File: config.mk
export PLATFORM = sky130hd
export DESIGN_NAME = overwriting_byte_fifo
export DESIGN_NICKNAME = d
export VERILOG_FILES = /design/src/rtl/core/obf_pkg.sv /design/src/rtl/core/overwriting_byte_fifo.sv /design/src/rtl/core/obf_inc.sv /design/src/rtl/core/obf_ram.sv /design/src/rtl/core/obf_ctrl.sv
export SDC_FILE = /design/constraint.sdc
export NUM_CORES = 1
export LEC_CHECK = 0
export ABC_AREA = 1
export BUFFER_PORTS_ARGS = -buffer_cell sky130_fd_sc_hd__buf_2
export CELL_PAD_IN_SITES_DETAIL_PLACEMENT = 0
export CELL_PAD_IN_SITES_GLOBAL_PLACEMENT = 1
export CORE_ASPECT_RATIO = 0.9
export CORE_MARGIN = 2
export CORE_UTILIZATION = 50
export CTS_BUF_LIST = sky130_fd_sc_hd__clkbuf_16
export CTS_CLUSTER_DIAMETER = 30
export DETAILED_ROUTE_END_ITERATION = 6
export GPL_TIMING_DRIVEN = 0
export PLACE_DENSITY_LB_ADDON = 0.08
export SETUP_SLACK_MARGIN = 0.5
export SYNTH_ARGS = -nofsm -noshare
export SYNTH_HDL_FRONTEND = slang
export SYNTH_SLANG_ARGS = --single-unit
File: constraint.sdc
create_clock -name clk -period 5.1 [get_ports clk]
set_input_delay 0.765 -clock clk [delete_from_list [all_inputs] [get_ports clk]]
set_output_delay 0.765 -clock clk [all_outputs]
set_load 0.005 [all_outputs]
File: src/rtl/core/obf_pkg.sv
// Shared types and constants of the overwriting byte ring buffer.
`timescale 1ns / 1ps

package obf_pkg;

	localparam int DEPTH_DEF = 64;	// ring slots
	localparam int SIZEW     = 7;	// fifo_size register width
	localparam int LENW      = 7;	// read_length width
	localparam int UCW       = 6;	// used_count width

	typedef enum logic [1:0] {
		MODE_BYTE   = 2'd0,
		MODE_READ   = 2'd1,
		MODE_STATUS = 2'd2,
		MODE_NONE   = 2'd3
	} mode_t;

	typedef enum logic [2:0] {
		KIND_DATA   = 3'd0,
		KIND_BUSY   = 3'd1,
		KIND_WBLOCK = 3'd2,
		KIND_STATUS = 3'd3,
		KIND_PARKED = 3'd4
	} kind_t;

	typedef enum logic [2:0] {
		S_IDLE,
		S_WR,
		S_OVF,
		S_READ,
		S_STAT,
		S_RD,
		S_EM
	} state_t;

endpackage

File: src/rtl/core/overwriting_byte_fifo.sv
// Top level of the overwriting receive byte ring buffer.
`timescale 1ns / 1ps

// Usage
//   Command channel: an item is taken at a rising edge with start high and busy low.
//   mode picks a byte arrival, a read request or a status query; mode three is
//   taken and dropped with no result.
//   Results: strobe marks each result for exactly one cycle; the receiver cannot
//   stall, so every strobed cycle is a completed transfer. last marks the final
//   result of an item.
//   Timing: a status query or a read that returns no data gives its result in the
//   cycle after the command and then returns to idle. A byte arrival is stored, then
//   checked for a full ring on the one shared index step unit. A read burst passes
//   through a memory read priming state after the decision and then gives one byte
//   per cycle; a batch end that serves a parked read primes the same way after its
//   full check. The shared index unit and the single read port set this order.
//   Config: cfg_we writes fifo_size (clamped to 2..DEPTH) and empties the ring;
//   write only while busy is low.
//   Reset: indices, flags and parked read clear, fifo_size becomes DEPTH; the
//   byte store itself is not cleared.
module overwriting_byte_fifo
	import obf_pkg::*;
#(
	parameter int DEPTH = DEPTH_DEF
) (
	input  logic             clk,
	input  logic             arst_n,
	input  logic             start,
	output logic             busy,
	input  logic [1:0]       mode,
	input  logic [7:0]       data_byte,
	input  logic             batch_last,
	input  logic [LENW-1:0]  read_length,
	input  logic             nonblocking,
	input  logic             cfg_we,
	input  logic [SIZEW-1:0] cfg_data,
	output logic             strobe,
	output logic [2:0]       kind,
	output logic [7:0]       data_out,
	output logic             last,
	output logic [UCW-1:0]   used_count,
	output logic             overflow_seen
);

	localparam int IW = $clog2(DEPTH);

	logic          mem_we;
	logic [IW-1:0] mem_waddr, mem_raddr;
	logic [7:0]    mem_wdata, mem_rdata;

	// sequencer owns indices, flags and the result strobe
	obf_ctrl #(.DEPTH(DEPTH)) u_ctrl (
		.clk           (clk),
		.arst_n        (arst_n),
		.start         (start),
		.mode          (mode),
		.data_byte     (data_byte),
		.batch_last    (batch_last),
		.read_length   (read_length),
		.nonblocking   (nonblocking),
		.cfg_we        (cfg_we),
		.cfg_data      (cfg_data),
		.mem_rdata     (mem_rdata),
		.busy          (busy),
		.strobe        (strobe),
		.kind          (kind),
		.data_out      (data_out),
		.last          (last),
		.used_count    (used_count),
		.overflow_seen (overflow_seen),
		.mem_we        (mem_we),
		.mem_waddr     (mem_waddr),
		.mem_wdata     (mem_wdata),
		.mem_raddr     (mem_raddr)
	);

	// byte store
	obf_ram #(.DEPTH(DEPTH)) u_ram (
		.clk   (clk),
		.we    (mem_we),
		.waddr (mem_waddr),
		.wdata (mem_wdata),
		.raddr (mem_raddr),
		.rdata (mem_rdata)
	);

endmodule

File: src/rtl/core/obf_inc.sv
// Shared ring index step unit: increment with wrap at the ring size.
`timescale 1ns / 1ps

module obf_inc
	import obf_pkg::*;
#(
	parameter int DEPTH = DEPTH_DEF
) (
	input  logic [$clog2(DEPTH)-1:0]   idx,
	input  logic [$clog2(DEPTH+1)-1:0] size,
	output logic [$clog2(DEPTH)-1:0]   idx_next
);

	localparam int IW = $clog2(DEPTH);
	localparam int SW = $clog2(DEPTH+1);

	logic [SW-1:0] sum;

	assign sum      = SW'(idx) + SW'(1);
	assign idx_next = (sum >= size) ? '0 : IW'(sum);

endmodule

File: src/rtl/core/obf_ram.sv
// Byte ring storage: one write port, one read port with registered data.
`timescale 1ns / 1ps

module obf_ram
	import obf_pkg::*;
#(
	parameter int DEPTH = DEPTH_DEF
) (
	input  logic                     clk,
	input  logic                     we,
	input  logic [$clog2(DEPTH)-1:0] waddr,
	input  logic [7:0]               wdata,
	input  logic [$clog2(DEPTH)-1:0] raddr,
	output logic [7:0]               rdata
);

	logic [7:0] mem_q [DEPTH];
	logic [7:0] rdata_q;

	always_ff @(posedge clk) begin
		if (we) begin
			mem_q[waddr] <= wdata;
		end
	end

	always_ff @(posedge clk) begin
		rdata_q <= mem_q[raddr];
	end

	assign rdata = rdata_q;

endmodule

File: src/rtl/core/obf_ctrl.sv
// Sequencer: ring indices, flags, parked read and burst drain.
`timescale 1ns / 1ps

module obf_ctrl
	import obf_pkg::*;
#(
	parameter int DEPTH = DEPTH_DEF
) (
	input  logic                     clk,
	input  logic                     arst_n,
	input  logic                     start,
	input  logic [1:0]               mode,
	input  logic [7:0]               data_byte,
	input  logic                     batch_last,
	input  logic [LENW-1:0]          read_length,
	input  logic                     nonblocking,
	input  logic                     cfg_we,
	input  logic [SIZEW-1:0]         cfg_data,
	input  logic [7:0]               mem_rdata,
	output logic                     busy,
	output logic                     strobe,
	output logic [2:0]               kind,
	output logic [7:0]               data_out,
	output logic                     last,
	output logic [UCW-1:0]           used_count,
	output logic                     overflow_seen,
	output logic                     mem_we,
	output logic [$clog2(DEPTH)-1:0] mem_waddr,
	output logic [7:0]               mem_wdata,
	output logic [$clog2(DEPTH)-1:0] mem_raddr
);

	localparam int IW = $clog2(DEPTH);
	localparam int SW = $clog2(DEPTH+1);

	state_t          state_q, state_d;
	mode_t           mode_q;
	logic [7:0]      byte_q;
	logic            bl_q;
	logic [LENW-1:0] len_q;
	logic            nb_q;
	logic [IW-1:0]   wi_q, ri_q;
	logic [SW-1:0]   size_q, size_cfg;
	logic            ovf_q;
	logic            parked_q;
	logic [LENW-1:0] plen_q;
	logic [LENW-1:0] cnt_q;

	logic [IW-1:0]   inc_in, inc_out;
	logic [SW-1:0]   used;
	logic            accept, nonempty, em_last, serve_park;

	assign accept     = start && (state_q == S_IDLE);
	assign nonempty   = (wi_q != ri_q);
	assign em_last    = (cnt_q == LENW'(1)) || (inc_out == wi_q);
	assign serve_park = bl_q && parked_q && (plen_q != '0);

	// clamp configured size to 2..DEPTH
	always_comb begin
		if (cfg_data < SIZEW'(2)) begin
			size_cfg = SW'(2);
		end else if (32'(cfg_data) > DEPTH) begin
			size_cfg = SW'(DEPTH);
		end else begin
			size_cfg = SW'(cfg_data);
		end
	end

	always_comb begin
		if (wi_q >= ri_q) begin
			used = SW'(wi_q) - SW'(ri_q);
		end else begin
			used = size_q - SW'(ri_q) + SW'(wi_q);
		end
	end

	// one step unit, shared by write and read index advance
	assign inc_in = (state_q == S_WR) ? wi_q : ri_q;

	obf_inc #(.DEPTH(DEPTH)) u_inc (
		.idx      (inc_in),
		.size     (size_q),
		.idx_next (inc_out)
	);

	// next state
	always_comb begin
		state_d = state_q;
		case (state_q)
			S_IDLE: begin
				if (accept) begin
					case (mode_t'(mode))
						MODE_BYTE:   state_d = S_WR;
						MODE_READ:   state_d = S_READ;
						MODE_STATUS: state_d = S_STAT;
						default:     state_d = S_IDLE;
					endcase
				end
			end
			S_WR:   state_d = S_OVF;
			S_OVF:  state_d = serve_park ? S_RD : S_IDLE;
			S_READ: begin
				if (!parked_q && nonempty && (len_q != '0)) begin
					state_d = S_RD;
				end else begin
					state_d = S_IDLE;
				end
			end
			S_STAT: state_d = S_IDLE;
			S_RD:   state_d = S_EM;
			S_EM:   state_d = em_last ? S_IDLE : S_EM;
			default: state_d = S_IDLE;
		endcase
	end

	// outputs
	always_comb begin
		strobe        = 1'b0;
		kind          = KIND_DATA;
		data_out      = '0;
		last          = 1'b0;
		used_count    = '0;
		overflow_seen = 1'b0;
		mem_we        = 1'b0;
		mem_raddr     = ri_q;
		case (state_q)
			S_WR: mem_we = 1'b1;
			S_READ: begin
				if (parked_q) begin
					strobe = 1'b1;
					kind   = KIND_BUSY;
					last   = 1'b1;
				end else if (!(nonempty && (len_q != '0))) begin
					strobe = 1'b1;
					kind   = nb_q ? KIND_WBLOCK : KIND_PARKED;
					last   = 1'b1;
				end
			end
			S_STAT: begin
				strobe        = 1'b1;
				kind          = KIND_STATUS;
				last          = 1'b1;
				used_count    = UCW'(used);
				overflow_seen = ovf_q;
			end
			S_EM: begin
				strobe    = 1'b1;
				kind      = KIND_DATA;
				data_out  = mem_rdata;
				last      = em_last;
				mem_raddr = inc_out;	// prefetch the next byte
			end
			default: ;
		endcase
	end

	assign busy      = (state_q != S_IDLE);
	assign mem_waddr = wi_q;
	assign mem_wdata = byte_q;

	always_ff @(posedge clk or negedge arst_n) begin
		if (!arst_n) begin
			state_q  <= S_IDLE;
			wi_q     <= '0;
			ri_q     <= '0;
			size_q   <= SW'(DEPTH);
			ovf_q    <= 1'b0;
			parked_q <= 1'b0;
			plen_q   <= '0;
			cnt_q    <= '0;
		end else begin
			state_q <= state_d;
			if (cfg_we) begin
				size_q <= size_cfg;
				wi_q   <= '0;
				ri_q   <= '0;
			end else begin
				case (state_q)
					S_WR: wi_q <= inc_out;
					S_OVF: begin
						if (!nonempty) begin
							ri_q  <= inc_out;	// full: drop oldest
							ovf_q <= 1'b1;
						end
						if (serve_park) begin
							cnt_q    <= plen_q;
							parked_q <= 1'b0;
						end
					end
					S_READ: begin
						if (!parked_q) begin
							if (nonempty && (len_q != '0)) begin
								cnt_q <= len_q;
							end else if (!nb_q) begin
								parked_q <= 1'b1;
								plen_q   <= len_q;
							end
						end
					end
					S_STAT: ovf_q <= 1'b0;
					S_EM: begin
						ri_q  <= inc_out;
						cnt_q <= cnt_q - LENW'(1);
					end
					default: ;
				endcase
			end
		end
	end

	// item capture, payload only
	always_ff @(posedge clk) begin
		if (accept) begin
			mode_q <= mode_t'(mode);
			byte_q <= data_byte;
			bl_q   <= batch_last;
			len_q  <= read_length;
			nb_q   <= nonblocking;
		end
	end

`ifndef ASSERT_OFF
	a_idx_range: assert property (@(posedge clk) disable iff (!arst_n)
		(SW'(wi_q) < size_q) && (SW'(ri_q) < size_q))
		else $error("ring index beyond size");
	a_never_full: assert property (@(posedge clk) disable iff (!arst_n)
		(state_q == S_OVF) && !cfg_we |=> (wi_q != ri_q))
		else $error("ring left empty after a stored byte");
	a_drain_cnt: assert property (@(posedge clk) disable iff (!arst_n)
		(state_q == S_EM) |-> (cnt_q != '0) && nonempty)
		else $error("drain with nothing to deliver");
	a_last_idle: assert property (@(posedge clk) disable iff (!arst_n)
		strobe && last |=> !busy)
		else $error("still busy after final result");
	a_mode_path: assert property (@(posedge clk) disable iff (!arst_n)
		(state_q == S_WR) |-> (mode_q == MODE_BYTE))
		else $error("byte store without byte item");
`endif

endmodule

==> key figures <==
Finish
  – Commonest cells after routing, fill and taps aside: 704 x sky130_fd_sc_hd__nand2_1, 589 x sky130_fd_sc_hd__nand3_1, 529 x sky130_fd_sc_hd__edfxtp_1
  – Core utilization of the finished layout: 0.6309
  – Most common library cell in the layout ignoring fill and taps: sky130_fd_sc_hd__nand2_1
  – Fill cell total of the finished layout: between 4000 and 5000
  – Post-route design area: 0.03262 mm2
  – Footprint of the multi-input gates: between 0.007 and 0.008 mm2
  – Area Growth Syn to Fin: 24.55%
  – # diodes: 0
  – Share of layout cells above drive strength 1: 0.1749
  – Final Net Count: 2844
  – Combined flip-flop and latch cell area: between 0.015 and 0.02 mm2

STA
  – Max frequency: 216.8 MHz
  – Final-report max-slew violation count: 0
  – Share of the clock period used by the worst path: 0.9045
  – Least-Margin Pin Slew: 1467 ps
  – Count of final hold-check violations: 0
  – Clock Skew: 24.29 ps
  – Count of final setup violators: 0
  – Setup repair after global routing missed its margin: yes
  – Post-route setup slack: around 500 ps
  – Worst rel slew slack: 0.01852
  – Tmin final: 4613 ps

Clocking
  – Count of clock tree sinks: about 580
  – Clock latency of the later-clocked register in the worst-skew pair: about 670 ps
  – Cts hold-fix bufs: 0
  – Maximum clock insertion buffer count: 3
  – CTS root buffer: sky130_fd_sc_hd__clkbuf_16
  – Clock slew seen by the registers of the worst setup and hold paths: 50 ps
  – Clock tree from TritonCTS: built
  – Number of CTS-inserted buffers: roughly 110
  – H-Tree Depth: 3

Drt
  – Via count: 21370
  – DRT met1 WL: between 40000 and 50000 um
  – Residual DRC: 0
  – Highest metal layer with signal wires: met5
  – Total detailed-routing wirelength: between 100000 and 150000 um
  – Initial detailed-routing violation count: 3277
  – Wire per inst: 28.06 um
  – Met2 Wirelength: around 42000 um
  – Pre-Repair DR Iteration Count: 6
  – Avg Vias per Cell: approximately 6
  – Post-detailed-route count of antenna-violating nets: 0
  – Met3 WL: 13360 um

Global route
  – Largest net degree at the start of global routing: 39
  – Wire length of the first global-routing pass: 140800 um
  – Initial antenna violation count: 1
  – Overall fraction of global-route tracks in use: 0.3708
  – Vias in the first global route: ~19000
  – Sum of overflow across all layers after global routing: 0

Logic synthesis
  – Leading register cell type out of synthesis: sky130_fd_sc_hd__edfxtp_1
  – Number of synthesized register bits: 575
  – Part of the Yosys area used for sequential elements: 0.6491
  – Number of enable-type register cells in the synthesized netlist: 529
  – Post-synthesis instance area: 0.02619 mm2
  – Syn Area/Cell: 10.21 um2
  – Share of flip-flops with an asynchronous set or reset: 0.06609
  – Synthesized Nets: 2622
  – Post-Syn Instances: 2565
  – Count of distinct cell types in the synthesized netlist: 45
  – Syn. warnings: 0

Worst setup path
  – Data required time at the worst endpoint: 4340 ps
  – Endpoint class of the critical path: output pin
  – Buffers & Inverters on Critical Path: 6
  – Arrival time of data at the critical path endpoint: 3850 ps
  – Critical-path top delay cell: sky130_fd_sc_hd__dfrtp_2
  – Critical setup path kind: flip-flop to output pin
  – Family with the most delay on the worst path: simple AND/OR/NAND/NOR gates
  – Launching element type of the critical path: flip-flop
  – Crit-path max cell delay: 430 ps
  – Critical path cell sequence: inv_4 > nand3_4 > buf_6 > nand2_1 > o21ai_4 > nor2_4 > nand3_2 > and2_1 > ha_1 > nand2_2 > nor2_2 > nand2_2 > buf_4 > nand3_2 > inv_1 > nand2_1 > nand4_1 > nor2_2 > nand3_4 > nand4_1 > nand2_1 > inv_1 > buf_2
  – Largest fanout on the critical path: 10
  – Cell repeated most along the worst path: sky130_fd_sc_hd__nand2_1

Die
  – Vertical die dimension: 221.1 um
  – Width of the die: 245.2 um
  – Std-Cell Rows: 79
  – Die footprint: 0.05422 mm2
  – Boundary pin count: 51
  – Placeable Area: 0.05170 mm2
  – Initial Util: 0.5065

Outcome
  – Status: finished clean

Power
  – Static leakage power: 13.53 nW
  – Max IR drop VDD: 0.4175 mV
  – Cell area power density: 638.5 mW/mm2

Flow run
  – Maximum Capacitance Violations: 0

Placement
  – Placed cell areas: between 0.02 and 0.03 mm2
  – PortBufs: 50
  – Half-perimeter wire length after detailed placement: about 70000 um
  – Weighted congestion at the end of routability-driven global placement: 1.009
  – Worst setup slack before clock tree synthesis: -243.3 ps

Min path
  – Classification of the worst-slack hold path: primary input to async pin
## final cells by class
type | instances | share of cell area
repair buffers | 107 | 0.03399
clock inverters | 100 | 0.03944
clock buffers | 115 | 0.08823
well taps | 688 | 0.02639
flip-flops and latches | 575 | 0.5212
plain buffers | 144 | 0.02378
inverters | 237 | 0.02762
multi-input cells | 1609 | 0.2393
## worst paths after layout
kind | start | endpoint | slack [ps] | depth (start not counted)
max | u_ctrl.state_q[2]$_DFFE_PN0P_ | last | 490 | 23
min | arst_n | u_ctrl.cnt_q[0]$_DFFE_PN0P_ | 220 | 1
max reg2reg | u_ctrl.state_q[2]$_DFFE_PN0P_ | u_ram.rdata[1]$_DFF_P_ | 580 | 26
min reg2reg | u_ctrl.size_q[6]$_DFFE_PN1P_ | u_ctrl.size_q[6]$_DFFE_PN1P_ | 510 | 2
max in group asynchronous | arst_n | u_ctrl.state_q[0]$_DFFE_PN0P_ | 4220 | 1
min in group clk | data_byte[1] | u_ctrl.mem_wdata[1]$_DFFE_PP_ | 270 | 1
## worst register-to-register path, cell delays in order, from the launching register on
cell and delay (ps):
sky130_fd_sc_hd__dfrtp_2 430, sky130_fd_sc_hd__inv_4 110, sky130_fd_sc_hd__nand3_4 100, sky130_fd_sc_hd__buf_6 160, sky130_fd_sc_hd__nand2_1 70, sky130_fd_sc_hd__nand2_2 100, sky130_fd_sc_hd__ha_4 180, sky130_fd_sc_hd__inv_1 50
sky130_fd_sc_hd__nand3_1 70, sky130_fd_sc_hd__nand2_1 90, sky130_fd_sc_hd__inv_2 70, sky130_fd_sc_hd__ha_1 300, sky130_fd_sc_hd__nand2_1 70, sky130_fd_sc_hd__inv_1 40, sky130_fd_sc_hd__nand2_1 50, sky130_fd_sc_hd__nand2_1 70
sky130_fd_sc_hd__nand2_2 140, sky130_fd_sc_hd__nand2_2 100, sky130_fd_sc_hd__inv_6 120, sky130_fd_sc_hd__nand2_8 80, sky130_fd_sc_hd__o21ai_4 530, sky130_fd_sc_hd__buf_2 580, sky130_fd_sc_hd__nand3_1 180, sky130_fd_sc_hd__nand3_1 130
sky130_fd_sc_hd__nand3_1 250, sky130_fd_sc_hd__nand3_1 240, sky130_fd_sc_hd__nand2_1 110
## metal layers
layer	vias to the layer above	global-route usage
met2	1523	0.5096
met1	10360	0.5519
met3	215	0.1107
met5	-	0
met4	2	0.1418
li1	9277	-
## stage by stage
step                      total power [mW]  TNS, ps  hold slack (ps)  cells
after floorplan                      9.424        0            462.7   2565
after global placement               12.02    -1553            495.6   3303
after detailed placement             12.28    -1491            500.3   3336
after CTS                            20.48        0            238.2   3573
after global routing                 21.43        0            247.9   3575
final                                20.83        0            220.9   3575
## where the power goes
group	internal [mW]	switching (mW)
registers	5.62	0.200
logic	1.96	5.02
clock network	5.44	2.59
total	13.0	7.81
## sequential cells by signal, indices dropped and copies added (netlist names)
signal	cells
u_ctrl.bl_q	1
u_ctrl.plen_q	7
u_ctrl.size_q	7
u_ram.rdata	8
u_ctrl.len_q	7
u_ctrl.parked_q	1
u_ctrl.nb_q	1
u_ctrl.mem_wdata	8
u_ram.mem_q	512
u_ctrl.ovf_q	1
u_ctrl.ri_q	6
u_ctrl.mem_waddr	6
u_ctrl.state_q	3
u_ctrl.cnt_q	7
## logic make-up (layout without fill, tap and decap cells)
family | Yosys count | count (layout) | share of synthesized area
AOI/OAI and AO/OA | 85 | 85 | 0.01906
buffers and inverters | 381 | 703 | 0.06250
muxes | 2 | 2 | 0.0008600
adders and majority gates | 27 | 27 | 0.01462
and+or+nand+nor | 1484 | 1484 | 0.2502
DFF | 575 | 575 | 0.6491
xor gates and xnor gates | 11 | 11 | 0.003679
## cells in the mapped netlist, drive strengths merged (2+ instances only)
cell type	instances	area share
nand2	720	0.10
nand3	597	0.11
edfxtp	529	0.61
inv	235	0.034
buf	126	0.026
nor2	103	0.015
o21ai	49	0.011
dfrtp	37	0.035
nand3b	37	0.011
ha	21	0.010
a21oi	20	0.0040
clkbuf	18	0.0026
nor3	9	0.0017
nor4	9	0.0024
dfxtp	8	0.0061
nand4	8	0.0019
xor2	7	0.0023
fa	6	0.0046
o22ai	5	0.0012
xnor2	4	0.0013
o211ai	3	0.00086
a211oi	2	0.00057
clkinv	2	0.00029
mux2	2	0.00086
## timing repair
action	4_1_cts	5_1_grt
setup buffers	22	1
pin swaps	20	7
resized for setup	46	31
gates cloned	0	0
endpoints found under the setup margin	9	11
Power figures use the tool's default switching activity.
